`config.mk`:
```
export PLATFORM = sky130hd
export DESIGN_NAME = isometric_cell_quad_emitter_core_flat
export DESIGN_NICKNAME = d
export VERILOG_FILES = /design/src/icq_pkg.sv /design/src/icq_req_if.sv /design/src/icq_rsp_if.sv /design/src/isometric_cell_quad_emitter_core.sv /design/src/flat_wrapper.sv
export SDC_FILE = /design/constraint.sdc
export NUM_CORES = 1
export LEC_CHECK = 0
export ABC_AREA = 0
export ABC_CLOCK_PERIOD_IN_PS = 9680
export BUFFER_PORTS_ARGS = -buffer_cell sky130_fd_sc_hd__buf_4
export CORE_ASPECT_RATIO = 1.2
export CORE_MARGIN = 2
export CORE_UTILIZATION = 23
export CTS_CLUSTER_DIAMETER = 80
export DETAILED_ROUTE_END_ITERATION = 6
export SLEW_MARGIN = 20
export SYNTH_ARGS = -nofsm -noshare
export SYNTH_HDL_FRONTEND = slang
export SYNTH_SLANG_ARGS = --single-unit
```
`constraint.sdc`:
```
create_clock -name clock -period 9.68 [get_ports clock]
set_input_delay 0 -clock clock [delete_from_list [all_inputs] [get_ports clock]]
set_output_delay 0 -clock clock [all_outputs]
set_load 0.01 [all_outputs]
```
`src/icq_pkg.sv`:
```
`default_nettype none
package icq_pkg;

   // region and chunk geometry
   localparam int REGION_LENGTH = 8;
   localparam int REGION_WIDTH  = 8;
   localparam int REGION_HEIGHT = 4;
   localparam int CHUNK_LENGTH  = 16;
   localparam int CHUNK_WIDTH   = 16;
   localparam int CHUNK_HEIGHT  = 8;

   localparam int CHUNK_AREA  = REGION_LENGTH * REGION_WIDTH;
   localparam int CELL_AREA   = CHUNK_LENGTH * CHUNK_WIDTH;
   localparam int WORLD_LEN   = REGION_LENGTH * CHUNK_LENGTH;
   localparam int WORLD_WID   = REGION_WIDTH * CHUNK_WIDTH;
   localparam int WORLD_HGT   = REGION_HEIGHT * CHUNK_HEIGHT;

   // payload widths
   localparam int CHUNK_NUM_W = 8;
   localparam int CELL_NUM_W  = 11;
   localparam int WORD_W      = 32;
   localparam int SCREEN_W    = 13;
   localparam int DEPTH_W     = 13;
   localparam int TEX_U_W     = 6;
   localparam int TEX_V_W     = 10;
   localparam int VNUM_W      = 13;
   localparam int COUNT_W     = 14;
   localparam int GEO_W       = 16;

   // register port
   localparam int DATA_W  = 32;
   localparam int ADDR_W  = 5;
   localparam int REG_IDX_W = ADDR_W - 2;

   localparam logic [REG_IDX_W-1:0] REG_VIEW    = 3'd0;
   localparam logic [REG_IDX_W-1:0] REG_EMPTY   = 3'd1;
   localparam logic [REG_IDX_W-1:0] REG_MASK_N  = 3'd2;
   localparam logic [REG_IDX_W-1:0] REG_MASK_W  = 3'd3;
   localparam logic [REG_IDX_W-1:0] REG_MASK_S  = 3'd4;
   localparam logic [REG_IDX_W-1:0] REG_MASK_E  = 3'd5;

   // view directions
   localparam logic [1:0] DIR_NORTH = 2'd0;
   localparam logic [1:0] DIR_WEST  = 2'd1;
   localparam logic [1:0] DIR_SOUTH = 2'd2;
   localparam logic [1:0] DIR_EAST  = 2'd3;

   // projection and texture constants
   localparam int HALF_TILE_X  = 27;
   localparam int ISO_STEP_Y   = 18;
   localparam int LEVEL_STEP_Y = 30;
   localparam int QUAD_H       = 68;
   localparam int DEPTH_SCALE  = 10;
   localparam int TEX_U_RIGHT  = 54;
   localparam int TEX_V_FLOOR_TOP = 376;
   localparam int TEX_V_MID       = 444;
   localparam int TEX_V_WALL_BOT  = 512;

   localparam logic [1:0] LAST_CORNER = 2'd3;

   typedef logic signed [GEO_W-1:0] geo_type;

   typedef struct packed {
      logic [CHUNK_NUM_W-1:0] chunk_number;
      logic [CELL_NUM_W-1:0]  cell_number;
      logic                   layer_kind;
      logic                   visible;
      logic [COUNT_W-1:0]     base_count;
   } cell_type;

endpackage
`default_nettype wire

```
`src/icq_req_if.sv`:
```
`default_nettype none
interface icq_req_if;
   import icq_pkg::*;

   logic                   valid;
   logic                   ready;
   logic [CHUNK_NUM_W-1:0] chunk_number;
   logic [CELL_NUM_W-1:0]  cell_number;
   logic [WORD_W-1:0]      cell_word;
   logic                   layer_kind;
   logic                   new_mesh;

   modport source (
      output valid, chunk_number, cell_number, cell_word, layer_kind, new_mesh,
      input  ready
   );
   modport sink (
      input  valid, chunk_number, cell_number, cell_word, layer_kind, new_mesh,
      output ready
   );
endinterface
`default_nettype wire

```
`src/icq_rsp_if.sv`:
```
`default_nettype none
interface icq_rsp_if;
   import icq_pkg::*;

   logic                       valid;
   logic                       ready;
   logic signed [SCREEN_W-1:0] screen_x;
   logic [SCREEN_W-1:0]        screen_y;
   logic signed [DEPTH_W-1:0]  depth_tenths;
   logic [TEX_U_W-1:0]         tex_u;
   logic [TEX_V_W-1:0]         tex_v;
   logic [VNUM_W-1:0]          vertex_number;
   logic                       last_vertex;

   modport source (
      output valid, screen_x, screen_y, depth_tenths, tex_u, tex_v, vertex_number,
             last_vertex,
      input  ready
   );
   modport sink (
      input  valid, screen_x, screen_y, depth_tenths, tex_u, tex_v, vertex_number,
             last_vertex,
      output ready
   );
endinterface
`default_nettype wire

```
`src/isometric_cell_quad_emitter_core.sv`:
```
// Isometric cell quad emitter. Each accepted cell item is checked against the empty code
// and the hidden mask of the current view direction at the input; a visible cell is
// held in one input register and leaves as four vertex items, one per cycle while the
// output accepts them, through a single output register; its first vertex is shown once
// it has passed the input register and then the output register. An empty or hidden
// cell leaves the input register without waiting on the output and produces nothing.
// Vertex numbers are assigned when the cell is accepted; new_mesh restarts them at zero
// even for a skipped cell. The configuration registers sit on an APB-style port at byte
// addresses 0 to 20 and are to be written only while the block holds no item.
`default_nettype none
module isometric_cell_quad_emitter_core (
   input  wire                          clock,
   input  wire                          reset,
   icq_req_if.sink                      req_chan,
   icq_rsp_if.source                    rsp_chan,
   input  wire                          csr_psel,
   input  wire                          csr_penable,
   input  wire                          csr_pwrite,
   input  wire  [icq_pkg::ADDR_W-1:0]   csr_paddr,
   input  wire  [icq_pkg::DATA_W-1:0]   csr_pwdata,
   output logic [icq_pkg::DATA_W-1:0]   csr_prdata,
   output logic                         csr_pready
);
   import icq_pkg::*;

   // configuration
   logic [1:0]        view_ff;
   logic [WORD_W-1:0] empty_ff;
   logic [WORD_W-1:0] mask_ff [4];
   logic [REG_IDX_W-1:0] reg_idx;
   logic              csr_write;

   // input stage
   logic              in_v_ff, in_v_in;
   cell_type          in_item_ff, in_item_in;
   logic [1:0]        corner_ff, corner_in;
   logic [COUNT_W-1:0] count_ff, count_in;

   // output stage
   logic                       out_v_ff, out_v_in;
   logic signed [SCREEN_W-1:0] sx_ff, sx_in;
   logic [SCREEN_W-1:0]        sy_ff, sy_in;
   logic signed [DEPTH_W-1:0]  depth_ff, depth_in;
   logic [TEX_U_W-1:0]         tu_ff, tu_in;
   logic [TEX_V_W-1:0]         tv_ff, tv_in;
   logic [VNUM_W-1:0]          vnum_ff, vnum_in;
   logic                       last_ff, last_in;

   logic              req_fire, visible, out_free, emit, in_done;
   logic [COUNT_W-1:0] base_count;
   geo_type           pos_x, pos_y, pos_z, rot_a, rot_b, px, py, depth;
   logic              right, top;

   // register port
   assign reg_idx    = csr_paddr[ADDR_W-1:2];
   assign csr_write  = csr_psel & csr_penable & csr_pwrite & csr_pready;
   assign csr_pready = 1'b1;

   always_comb begin
      case (reg_idx)
         REG_VIEW:   csr_prdata = DATA_W'(view_ff);
         REG_EMPTY:  csr_prdata = empty_ff;
         REG_MASK_N: csr_prdata = mask_ff[DIR_NORTH];
         REG_MASK_W: csr_prdata = mask_ff[DIR_WEST];
         REG_MASK_S: csr_prdata = mask_ff[DIR_SOUTH];
         REG_MASK_E: csr_prdata = mask_ff[DIR_EAST];
         default:    csr_prdata = '0;
      endcase
   end

   always_ff @(posedge clock) begin
      if (reset) begin
         view_ff  <= DIR_NORTH;
         empty_ff <= '0;
         for (int i = 0; i < 4; i++) begin
            mask_ff[i] <= '0;
         end
      end else if (csr_write) begin
         case (reg_idx)
            REG_VIEW:   view_ff            <= csr_pwdata[1:0];
            REG_EMPTY:  empty_ff           <= csr_pwdata;
            REG_MASK_N: mask_ff[DIR_NORTH] <= csr_pwdata;
            REG_MASK_W: mask_ff[DIR_WEST]  <= csr_pwdata;
            REG_MASK_S: mask_ff[DIR_SOUTH] <= csr_pwdata;
            REG_MASK_E: mask_ff[DIR_EAST]  <= csr_pwdata;
            default: ;
         endcase
      end
   end

   // handshake and vertex numbering
   assign out_free = ~out_v_ff | rsp_chan.ready;
   assign emit     = in_v_ff & in_item_ff.visible & out_free;
   assign in_done  = in_v_ff & (~in_item_ff.visible | (emit & (corner_ff == LAST_CORNER)));
   assign req_chan.ready = ~in_v_ff | in_done;
   assign req_fire = req_chan.valid & req_chan.ready;

   assign visible = (req_chan.cell_word != empty_ff)
                  && ((req_chan.cell_word & mask_ff[view_ff]) == '0);
   assign base_count = req_chan.new_mesh ? '0 : count_ff;

   always_comb begin
      count_in   = count_ff;
      in_v_in    = in_v_ff & ~in_done;
      in_item_in = in_item_ff;
      corner_in  = corner_ff;
      if (emit) begin
         corner_in = corner_ff + 2'd1;
      end
      if (req_fire) begin
         in_v_in                 = 1'b1;
         in_item_in.chunk_number = req_chan.chunk_number;
         in_item_in.cell_number  = req_chan.cell_number;
         in_item_in.layer_kind   = req_chan.layer_kind;
         in_item_in.visible      = visible;
         in_item_in.base_count   = base_count;
         corner_in               = 2'd0;
         count_in = visible ? COUNT_W'(base_count + COUNT_W'(4)) : base_count;
      end
   end

   // geometry of the held cell
   always_comb begin
      pos_x = geo_type'(in_item_ff.cell_number % CHUNK_LENGTH
            + (in_item_ff.chunk_number % REGION_LENGTH) * CHUNK_LENGTH);
      pos_y = geo_type'((in_item_ff.cell_number % CELL_AREA) / CHUNK_LENGTH
            + ((in_item_ff.chunk_number % CHUNK_AREA) / REGION_LENGTH) * CHUNK_WIDTH);
      pos_z = geo_type'(in_item_ff.cell_number / CELL_AREA
            + (in_item_ff.chunk_number / CHUNK_AREA) * CHUNK_HEIGHT);
      case (view_ff)
         DIR_NORTH: begin
            rot_a = pos_x;
            rot_b = pos_y;
         end
         DIR_WEST: begin
            rot_a = geo_type'(WORLD_WID - 1) - pos_y;
            rot_b = pos_x;
         end
         DIR_SOUTH: begin
            rot_a = geo_type'(WORLD_LEN - 1) - pos_x;
            rot_b = geo_type'(WORLD_WID - 1) - pos_y;
         end
         default: begin
            rot_a = pos_y;
            rot_b = geo_type'(WORLD_LEN - 1) - pos_x;
         end
      endcase
      px    = geo_type'(HALF_TILE_X * (rot_b - rot_a));
      py    = geo_type'(ISO_STEP_Y * (rot_a + rot_b) + LEVEL_STEP_Y * pos_z);
      depth = geo_type'(DEPTH_SCALE * (2 * pos_z - (rot_a + rot_b))
            + (in_item_ff.layer_kind ? 1 : 0));
   end

   // one vertex per cycle while the output is free
   assign right = corner_ff[1];
   assign top   = ~corner_ff[0];

   always_comb begin
      out_v_in = out_v_ff & ~rsp_chan.ready;
      sx_in    = sx_ff;
      sy_in    = sy_ff;
      depth_in = depth_ff;
      tu_in    = tu_ff;
      tv_in    = tv_ff;
      vnum_in  = vnum_ff;
      last_in  = last_ff;
      if (emit) begin
         out_v_in = 1'b1;
         sx_in    = SCREEN_W'(px + geo_type'(right ? HALF_TILE_X : -HALF_TILE_X));
         sy_in    = SCREEN_W'(py + geo_type'(top ? QUAD_H : 0));
         depth_in = DEPTH_W'(depth);
         tu_in    = right ? TEX_U_W'(TEX_U_RIGHT) : '0;
         if (in_item_ff.layer_kind) begin
            tv_in = top ? TEX_V_W'(TEX_V_MID) : TEX_V_W'(TEX_V_WALL_BOT);
         end else begin
            tv_in = top ? TEX_V_W'(TEX_V_FLOOR_TOP) : TEX_V_W'(TEX_V_MID);
         end
         vnum_in  = VNUM_W'(in_item_ff.base_count + COUNT_W'(corner_ff));
         last_in  = (corner_ff == LAST_CORNER);
      end
   end

   always_ff @(posedge clock) begin
      if (reset) begin
         in_v_ff   <= 1'b0;
         corner_ff <= 2'd0;
         count_ff  <= '0;
         out_v_ff  <= 1'b0;
      end else begin
         in_v_ff   <= in_v_in;
         corner_ff <= corner_in;
         count_ff  <= count_in;
         out_v_ff  <= out_v_in;
      end
   end

   always_ff @(posedge clock) begin
      in_item_ff <= in_item_in;
      sx_ff      <= sx_in;
      sy_ff      <= sy_in;
      depth_ff   <= depth_in;
      tu_ff      <= tu_in;
      tv_ff      <= tv_in;
      vnum_ff    <= vnum_in;
      last_ff    <= last_in;
   end

   assign rsp_chan.valid         = out_v_ff;
   assign rsp_chan.screen_x      = sx_ff;
   assign rsp_chan.screen_y      = sy_ff;
   assign rsp_chan.depth_tenths  = depth_ff;
   assign rsp_chan.tex_u         = tu_ff;
   assign rsp_chan.tex_v         = tv_ff;
   assign rsp_chan.vertex_number = vnum_ff;
   assign rsp_chan.last_vertex   = last_ff;

   // checks
   a_corner_only_when_busy: assert property (@(posedge clock) disable iff (reset)
      corner_ff != 2'd0 |-> in_v_ff && in_item_ff.visible)
      else $error("corner count advanced without a visible cell");

   a_vnum_consecutive: assert property (@(posedge clock) disable iff (reset)
      emit && corner_ff != 2'd0 |=> vnum_ff == VNUM_W'($past(vnum_ff) + VNUM_W'(1)))
      else $error("vertex numbers within a quad not consecutive");

   a_last_matches_corner: assert property (@(posedge clock) disable iff (reset)
      emit |=> last_ff == ($past(corner_ff) == LAST_CORNER))
      else $error("last vertex flag out of step");

   a_ready_when_empty: assert property (@(posedge clock) disable iff (reset)
      !in_v_ff |-> req_chan.ready)
      else $error("input refused while the input stage is empty");

endmodule
`default_nettype wire

```
`src/flat_wrapper.sv`:
```
// flat-port wrapper written by rule: the top's interface ports become plain ports
module isometric_cell_quad_emitter_core_flat import icq_pkg::*;
  (clock, reset, csr_psel, csr_penable, csr_pwrite, csr_paddr, csr_pwdata, csr_prdata, csr_pready, req_chan_valid, req_chan_chunk_number, req_chan_cell_number, req_chan_cell_word, req_chan_layer_kind, req_chan_new_mesh, req_chan_ready, rsp_chan_valid, rsp_chan_screen_x, rsp_chan_screen_y, rsp_chan_depth_tenths, rsp_chan_tex_u, rsp_chan_tex_v, rsp_chan_vertex_number, rsp_chan_last_vertex, rsp_chan_ready);
  icq_req_if req_chan_i ();
  icq_rsp_if rsp_chan_i ();
  input  wire clock;
  input  wire reset;
  input  wire csr_psel;
  input  wire csr_penable;
  input  wire csr_pwrite;
  input  wire  [icq_pkg::ADDR_W-1:0] csr_paddr;
  input  wire  [icq_pkg::DATA_W-1:0] csr_pwdata;
  output logic [icq_pkg::DATA_W-1:0] csr_prdata;
  output logic csr_pready;
  input wire logic [$bits(req_chan_i.valid)-1:0] req_chan_valid;
  input wire logic [$bits(req_chan_i.chunk_number)-1:0] req_chan_chunk_number;
  input wire logic [$bits(req_chan_i.cell_number)-1:0] req_chan_cell_number;
  input wire logic [$bits(req_chan_i.cell_word)-1:0] req_chan_cell_word;
  input wire logic [$bits(req_chan_i.layer_kind)-1:0] req_chan_layer_kind;
  input wire logic [$bits(req_chan_i.new_mesh)-1:0] req_chan_new_mesh;
  output wire logic [$bits(req_chan_i.ready)-1:0] req_chan_ready;
  output wire logic [$bits(rsp_chan_i.valid)-1:0] rsp_chan_valid;
  output wire logic [$bits(rsp_chan_i.screen_x)-1:0] rsp_chan_screen_x;
  output wire logic [$bits(rsp_chan_i.screen_y)-1:0] rsp_chan_screen_y;
  output wire logic [$bits(rsp_chan_i.depth_tenths)-1:0] rsp_chan_depth_tenths;
  output wire logic [$bits(rsp_chan_i.tex_u)-1:0] rsp_chan_tex_u;
  output wire logic [$bits(rsp_chan_i.tex_v)-1:0] rsp_chan_tex_v;
  output wire logic [$bits(rsp_chan_i.vertex_number)-1:0] rsp_chan_vertex_number;
  output wire logic [$bits(rsp_chan_i.last_vertex)-1:0] rsp_chan_last_vertex;
  input wire logic [$bits(rsp_chan_i.ready)-1:0] rsp_chan_ready;
  assign req_chan_i.valid = req_chan_valid;
  assign req_chan_i.chunk_number = req_chan_chunk_number;
  assign req_chan_i.cell_number = req_chan_cell_number;
  assign req_chan_i.cell_word = req_chan_cell_word;
  assign req_chan_i.layer_kind = req_chan_layer_kind;
  assign req_chan_i.new_mesh = req_chan_new_mesh;
  assign req_chan_ready = req_chan_i.ready;
  assign rsp_chan_valid = rsp_chan_i.valid;
  assign rsp_chan_screen_x = rsp_chan_i.screen_x;
  assign rsp_chan_screen_y = rsp_chan_i.screen_y;
  assign rsp_chan_depth_tenths = rsp_chan_i.depth_tenths;
  assign rsp_chan_tex_u = rsp_chan_i.tex_u;
  assign rsp_chan_tex_v = rsp_chan_i.tex_v;
  assign rsp_chan_vertex_number = rsp_chan_i.vertex_number;
  assign rsp_chan_last_vertex = rsp_chan_i.last_vertex;
  assign rsp_chan_i.ready = rsp_chan_ready;
  isometric_cell_quad_emitter_core u_core (.clock(clock), .reset(reset), .req_chan(req_chan_i), .rsp_chan(rsp_chan_i), .csr_psel(csr_psel), .csr_penable(csr_penable), .csr_pwrite(csr_pwrite), .csr_paddr(csr_paddr), .csr_pwdata(csr_pwdata), .csr_prdata(csr_prdata), .csr_pready(csr_pready));
endmodule
```
Word level (Yosys, flattened, before mapping)
Memories as Yosys holds them, arrays and structs flattened. A register that Yosys moved wholly into a read port is not among the register bits.
Index checks and enable logic that the tools add are counted.
{"block": "classes", "shifts": 0, "n_div": 0, "n_eq_ne": 9, "mux": 38, "addsub": 15, "order_cmp": 0, "bitwise_logic": 22, "n_reduce_logical": 7, "n_mul": 4}
{"op": "32-bit case mux with 6 select lines", "n": 1}
{"op": "32-bit 2-to-1 mux", "n": 4}
{"op": "16-bit case mux with 3 select lines", "n": 2}
{"op": "13-bit adder", "n": 4}
{"op": "32-bit AND", "n": 1}
{"op": "32-bit logical NOT", "n": 1}
{"op": "4-bit by 32-bit multiplier with 12-bit output, first input constant", "n": 1}
{"op": "5-bit by 32-bit multiplier with 12-bit output, first input constant", "n": 1}
{"op": "6-bit by 32-bit multiplier with 13-bit output, first input constant", "n": 1}
{"op": "32-bit inequality test", "n": 1}
{"op": "17-bit by 32-bit subtractor with 32-bit output", "n": 1}
{"op": "8-bit by 16-bit subtractor with 16-bit output, first input constant", "n": 2}
{"op": "14-bit 2-to-1 mux", "n": 2}
{"op": "1-bit 2-to-1 mux", "n": 21}
{"op": "10-bit 2-to-1 mux", "n": 2}
{"op": "16-bit by 16-bit adder with 17-bit output", "n": 1}
{"op": "16-bit by 16-bit subtractor with 17-bit output", "n": 1}
{"op": "4-bit by 7-bit adder with 8-bit output", "n": 2}
{"op": "5-bit by 16-bit multiplier with 12-bit output, first input constant", "n": 1}
{"op": "14-bit by 3-bit adder with 14-bit output, second input constant", "n": 1}
{"op": "13-bit by 2-bit adder with 13-bit output", "n": 1}
{"op": "13-bit 2-to-1 mux", "n": 1}
{"op": "1-bit AND", "n": 9}
{"op": "8-bit 2-to-1 mux", "n": 1}
{"op": "other kinds (17)", "n": 32}
{"block": "totals", "romBits": 0, "ramBits": 128, "in_bits": 97, "register_bits": 155, "memories": 1, "latch_bits": 0, "out_inout_bits": 104, "elab_cells": 114}
{"memory": "u_core.mask_ff", "words": 4, "word_bits": 32, "rd": 5, "rd_clocked_by_memory_dff": 1, "write_ports": 4, "line_no": "isometric_cell_quad_emitter_core.sv:29", "source": "logic [WORD_W-1:0] mask_ff [4];"}

Depth between registers and ports, before layout
{"block": "logic_depth", "depth_word": 9, "mapped_depth": 28, "mapped_depth_nobuf": 26}

Worst setup path before layout
Ideal clock, no wire load.
{"block": "synth_timing", "path_kind": "register -> register", "startpoint": "register u_core.view_ff[0]", "endpoint": "register u_core.sx_ff[10], in the netlist u_core.rsp_chan.screen_x[10] (data pin)", "arrival_time_ps": 5750, "t_required_ps": 9421, "stages_incl_launch_ff": 26, "synth_period_minus_slack_ps": 6009, "setup_slack_ps": 3671, "path_buffers": 3, "path_cell_list": "dfxtp_1 > clkbuf_1 > buf_1 > mux2i_1 > xnor2_1 > ha_1 > clkbuf_1 > inv_1 > a21oi_1 > o21bai_1 > a21o_1 > xnor2_1 > ha_1 > inv_1 > fa_1 > inv_1 > fa_1 > inv_1 > fa_1 > inv_1 > ha_1 > or3_1 > o211a_1 > a41oi_1 > nor2b_1 > xnor2_1"}
{"block": "synth_between", "elab_chain_cells": 5, "word_cells_on_any_way": 8, "cone_classes": "add/sub: 2; mul: 1; eq/ne: 2; mux: 2; reduce/logical: 1"}
{"element": "start, declared", "line_no": "isometric_cell_quad_emitter_core.sv:27", "source": "logic [1:0] view_ff;"}
{"element": "start signal, assigned", "line_no": "isometric_cell_quad_emitter_core.sv:80", "source": "REG_VIEW: view_ff <= csr_pwdata[1:0];"}
{"element": "2-bit == test (tied with other cells)", "line_no": "isometric_cell_quad_emitter_core.sv:130", "source": "case (view_ff)"}
{"element": "16-bit case mux with 3 select lines", "line_no": "isometric_cell_quad_emitter_core.sv:130"}
{"element": "16-bit by 16-bit subtractor with 17-bit output *", "line_no": "isometric_cell_quad_emitter_core.sv:148", "source": "px = geo_type'(HALF_TILE_X * (rot_b - rot_a));"}
{"element": "6-bit by 32-bit multiplier with 13-bit output *", "line_no": "isometric_cell_quad_emitter_core.sv:148"}
{"element": "13-bit adder *", "line_no": "isometric_cell_quad_emitter_core.sv:169", "source": "sx_in = SCREEN_W'(px + geo_type'(right ? HALF_TILE_X : -HALF_TILE_X));"}
{"element": "end signal, assigned", "line_no": "isometric_cell_quad_emitter_core.sv:199", "source": "sx_ff <= sx_in;"}
{"element": "end, declared", "line_no": "isometric_cell_quad_emitter_core.sv:41", "source": "logic signed [SCREEN_W-1:0] sx_ff, sx_in;"}
Every way passes the cells marked *; elsewhere a longest branch is shown, timed or not.
A chain may end at the register's enable or synchronous reset.

Worst setup path after layout
{"block": "layout_timing", "startpoint": "register u_core.view_ff[0]", "endpoint": "register u_core.sy_ff[12], in the netlist u_core.rsp_chan.screen_y[12] (data pin)"}
{"block": "layout_between", "elab_chain_cells": 6, "word_cells_on_any_way": 9, "cone_classes": "add/sub: 3; mul: 1; eq/ne: 2; mux: 2; reduce/logical: 1"}
{"element": "2-bit == test (tied with other cells)", "line_no": "isometric_cell_quad_emitter_core.sv:130"}
{"element": "16-bit case mux with 3 select lines", "line_no": "isometric_cell_quad_emitter_core.sv:130"}
{"element": "16-bit by 16-bit adder with 17-bit output *", "line_no": "isometric_cell_quad_emitter_core.sv:149", "source": "py = geo_type'(ISO_STEP_Y * (rot_a + rot_b) + LEVEL_STEP_Y * pos_z);"}
{"element": "5-bit by 32-bit multiplier with 12-bit output *", "line_no": "isometric_cell_quad_emitter_core.sv:149"}
{"element": "13-bit adder *", "line_no": "isometric_cell_quad_emitter_core.sv:149"}
{"element": "13-bit adder *", "line_no": "isometric_cell_quad_emitter_core.sv:170", "source": "sy_in = SCREEN_W'(py + geo_type'(top ? QUAD_H : 0));"}
{"element": "end signal, assigned", "line_no": "isometric_cell_quad_emitter_core.sv:200", "source": "sy_ff <= sy_in;"}
{"element": "end, declared", "line_no": "isometric_cell_quad_emitter_core.sv:42", "source": "logic [SCREEN_W-1:0] sy_ff, sy_in;"}
Marked as above.

==> metrics.csv <==
metric;value;unit
startpoint_type;flop;
first_global_vias;12700;
rsz0062_at_grt;no;
synth_area;0.0166;mm2
crit_path_max_incr_delay;0.97;ns
crit_buf_inv;2;
coreArea;0.0719;mm2
powerDensity;258;mW/mm2
post_cts_buffers;0;
ys_types;63;
tritoncts;done;
clk_pin_slew;0.06;ns
numCtsBuffers;35;
r2r_slack;2.99;ns
finalCritPeriodShare;69.1;%
critical_path_required;9.95;ns
status;finished clean;
clkLatencyLatePin;0.53;ns
cts_sinks;272;
finalHoldViolations;0;
yosys_warnings;0;
synth-main-ff-cell;edfxtp_1;
gr-usage-all-layers;13.5;%
worstSetupEndpointType;flop;
cts.path.max_buffers;3;
htreeDepth;2;
p_int;3.49;mW
ys_async_sr_fraction;0;%
path_cells;mux2i_1 -> xor2_1 -> inv_1 -> fa_1 -> a21o_1 -> a21oi_1 -> o21bai_1 -> a21oi_1 -> xor2_1 -> inv_1 -> ha_1 -> ha_1 -> a21o_1 -> a21oi_1 -> xnor2_1 -> ha_1 -> ha_1 -> or2_2 -> o31ai_1 -> a21oi_1 -> a31oi_1 -> xnor2_1;
vias_per_cell;4.53;
grt_start_max_net_pins;60;
syn_to_final_growth;26.7;%
synth_area_leader_cell;edfxtp_1;
drt_iter0_drc;901;
routed_wl;50900;um
antenna_found_initial;6;
power.switching;1.95;mW
io_pins;201;
power_frac_comb;47.2;%
post_dp_cell_area;0.0191;mm2
die_area;0.0745;mm2
crit_family;adder cells;
crit_arrival;6.96;ns
drtPass1Iterations;5;
ir_drop;0.000245;V
syn_area_per_cell;11.2;um2
drive_gt1_share;17.9;%
cts_root_buf;clkbuf_16;
grt_first_pass_wirelength;76100;um
cap_violations;0;
path_class;flop to flop;
timing.fmax;0.149;GHz
synth.top_cell.area_share;39.5;%
fill_cells;7412;
switching_share;35.8;%
initial_utilization;23.1;%
gp_congestion;0.843;
seqPwrFrac;28.7;%
tightest_slew;1.15;ns
slew_headroom;23.3;%
row_count;108;
cp_slowest_cell;dfxtp_1;
finalCriticalPeriod;6.69;ns
ys_seq_elements;272;
final.setup.tns;0;ns
pwr-share-clk;24.1;%
final_nets;1996;
yosysSeqAreaShare;45.9;%
power;5.43;mW
synth_area_leaders;edfxtp_1 (40%), ha_1 (8.5%), dfxtp_1 (6.4%);
die_h;299;um
fin_skew;0.00980;ns
fp.dieW;249;um
synth_edf_count;219;
critPathMaxFanout;19;
ant_nets;0;
post_drt_wl_per_cell;18.8;um
stdcell_area;0.0211;mm2
timing.final.setup_violations;0;
vias;12300;
portBuffers;192;
min_path_type;input pin to flop;
slew_violations;0;
dpl.hpwl;35800;um
total_leakage_power;8.58;nW
synth_cells;1487;
globalRoute.totalOverflow;0;
drc;0;
[worst min-delay path, cell delays in order]
cell     delay (ns)
buf_4          0.17
or4_1          0.19
mux2i_1        0.08
nor2_1         0.10
[per-layer routing]
metal	track usage, %	share of wire (%)	vias up
li1	-	-	5772
met1	16.1	39	5886
met2	23.6	50	510
met3	2.67	7.4	99
met4	5.95	3.8	2
met5	0	0.026	-
[cell families (layout without fill, tap and decap cells)]
logic type / Yosys count / in the layout / synth area share, %
AOI/OAI and AO/OA: 243 / 243 / 9.72
xor gates and xnor gates: 113 / 113 / 5.95
adders and majority gates: 152 / 152 / 13.2
buffers and inverters: 201 / 482 / 5.00
DFF: 272 / 272 / 45.9
muxes: 102 / 102 / 7.33
other: 2 / 8 / 0.0452
and+or+nand+nor: 402 / 402 / 12.8
[sequential cells by signal, indices dropped and copies added, names as in the netlist, named ones only]
name                           count
u_core.mask_ff                   128
u_core.empty_ff                   32
u_core.rsp_chan.screen_x          13
u_core.rsp_chan.valid              1
u_core.rsp_chan.depth_tenths      13
u_core.rsp_chan.screen_y          12
u_core.corner_ff                   2
u_core.rsp_chan.vertex_number     13
u_core.rsp_chan.tex_u              1
u_core.count_ff                   13
u_core.rsp_chan.last_vertex        1
u_core.in_v_ff                     1
u_core.in_item_ff                 34
u_core.rsp_chan.tex_v              4
u_core.view_ff                     2
[worst paths after layout]
check / cells past startpoint / to / start
worst max-delay path: 22 / u_core.rsp_chan.screen_y[12] / u_core.view_ff[0]
worst min-delay path: 4 / flop / csr_paddr[4]
worst max register to register: 22 / u_core.rsp_chan.screen_y[12] / u_core.view_ff[0]
worst min register to register: 2 / u_core.count_ff[3] / u_core.count_ff[3]
[area by class of cell]
| type | count | area [um2] | share of cell area [%] |
|---|---|---|---|
| multi-input cells | 1018 | 8240 | 39.1 |
| inverters | 127 | 477 | 2.26 |
| diodes | 2 | 5.00 | 0.0238 |
| clock buffers | 40 | 915 | 4.34 |
| well taps | 935 | 1170 | 5.55 |
| repair buffers | 293 | 2400 | 11.4 |
| flip-flops and latches | 272 | 7640 | 36.3 |
| clock inverters | 22 | 225 | 1.07 |
[placed cells by master (no fill, tap or decap), drive strengths merged, types with 23 or more instances in the layout]
cell type and count:
edfxtp 219, buf 213, nand2 141, inv 130
and2 129, ha 113, a21oi 81, dlygate4sd3 80
mux2i 64, xnor2 57, xor2 56, dfxtp 53
o21ai 49, clkbuf 40, fa 39, a221o 30
nor2 28, mux2 25, a21o 23, nor2b 23
[power groups by stage]
stage	sequential, mW	clock, mW	combinational, mW
4_1_cts	1.56	1.34	2.59
6_report	1.56	1.31	2.57
3_3_place_gp	1.58	0	2.49
3_5_place_dp	1.59	0	2.56
5_1_grt	1.57	1.38	2.94
2_1_floorplan	1.60	0	1.94
[stage by stage]
stage | hold slack (ns) | setup slack [ns] | utilization, % | instances
after CTS | 0.0222 | 2.99 | 29.3 | 2707
after floorplan | 0.0989 | 3.67 | - | 1491
after global placement | 0.180 | 3.10 | 26.6 | 2565
after global routing | 0.0577 | 2.54 | 29.3 | 2709
after detailed placement | 0.180 | 2.99 | 26.6 | 2565
final | 0.0621 | 2.99 | 29.3 | 2709
[synthesized netlist by cell type, types with 3 or more instances]
master,n
mux2_1,3
a21o_1,23
nand2_1,141
nor3_1,7
nor2b_1,23
or2_2,3
nand3_1,10
nand2b_1,6
clkbuf_1,48
nand3b_1,4
xor2_1,56
a221o_1,30
o221ai_1,4
nor4_1,10
edfxtp_1,219
mux2_2,21
o21ai_0,48
nor3b_1,4
inv_1,127
a21boi_0,3
a31oi_1,3
and2_1,129
or4_1,4
dfxtp_1,53
nand4_1,10
a21oi_1,81
a22oi_1,8
xnor2_1,57
and4_1,3
and3_1,10
buf_1,5
buf_4,18
mux2i_1,64
mux4_2,13
a41o_1,4
o32ai_1,7
o21bai_1,13
a22o_1,4
ha_1,113
fa_1,39
nor2_1,28
[repair_timing]
action,CTS,global route
setup endpoints to repair,0,0
gates resized for setup,0,0
hold buffers,80,0
endpoints found under the hold margin,200,0
Note: power is estimated with default switching activity, not from simulation.
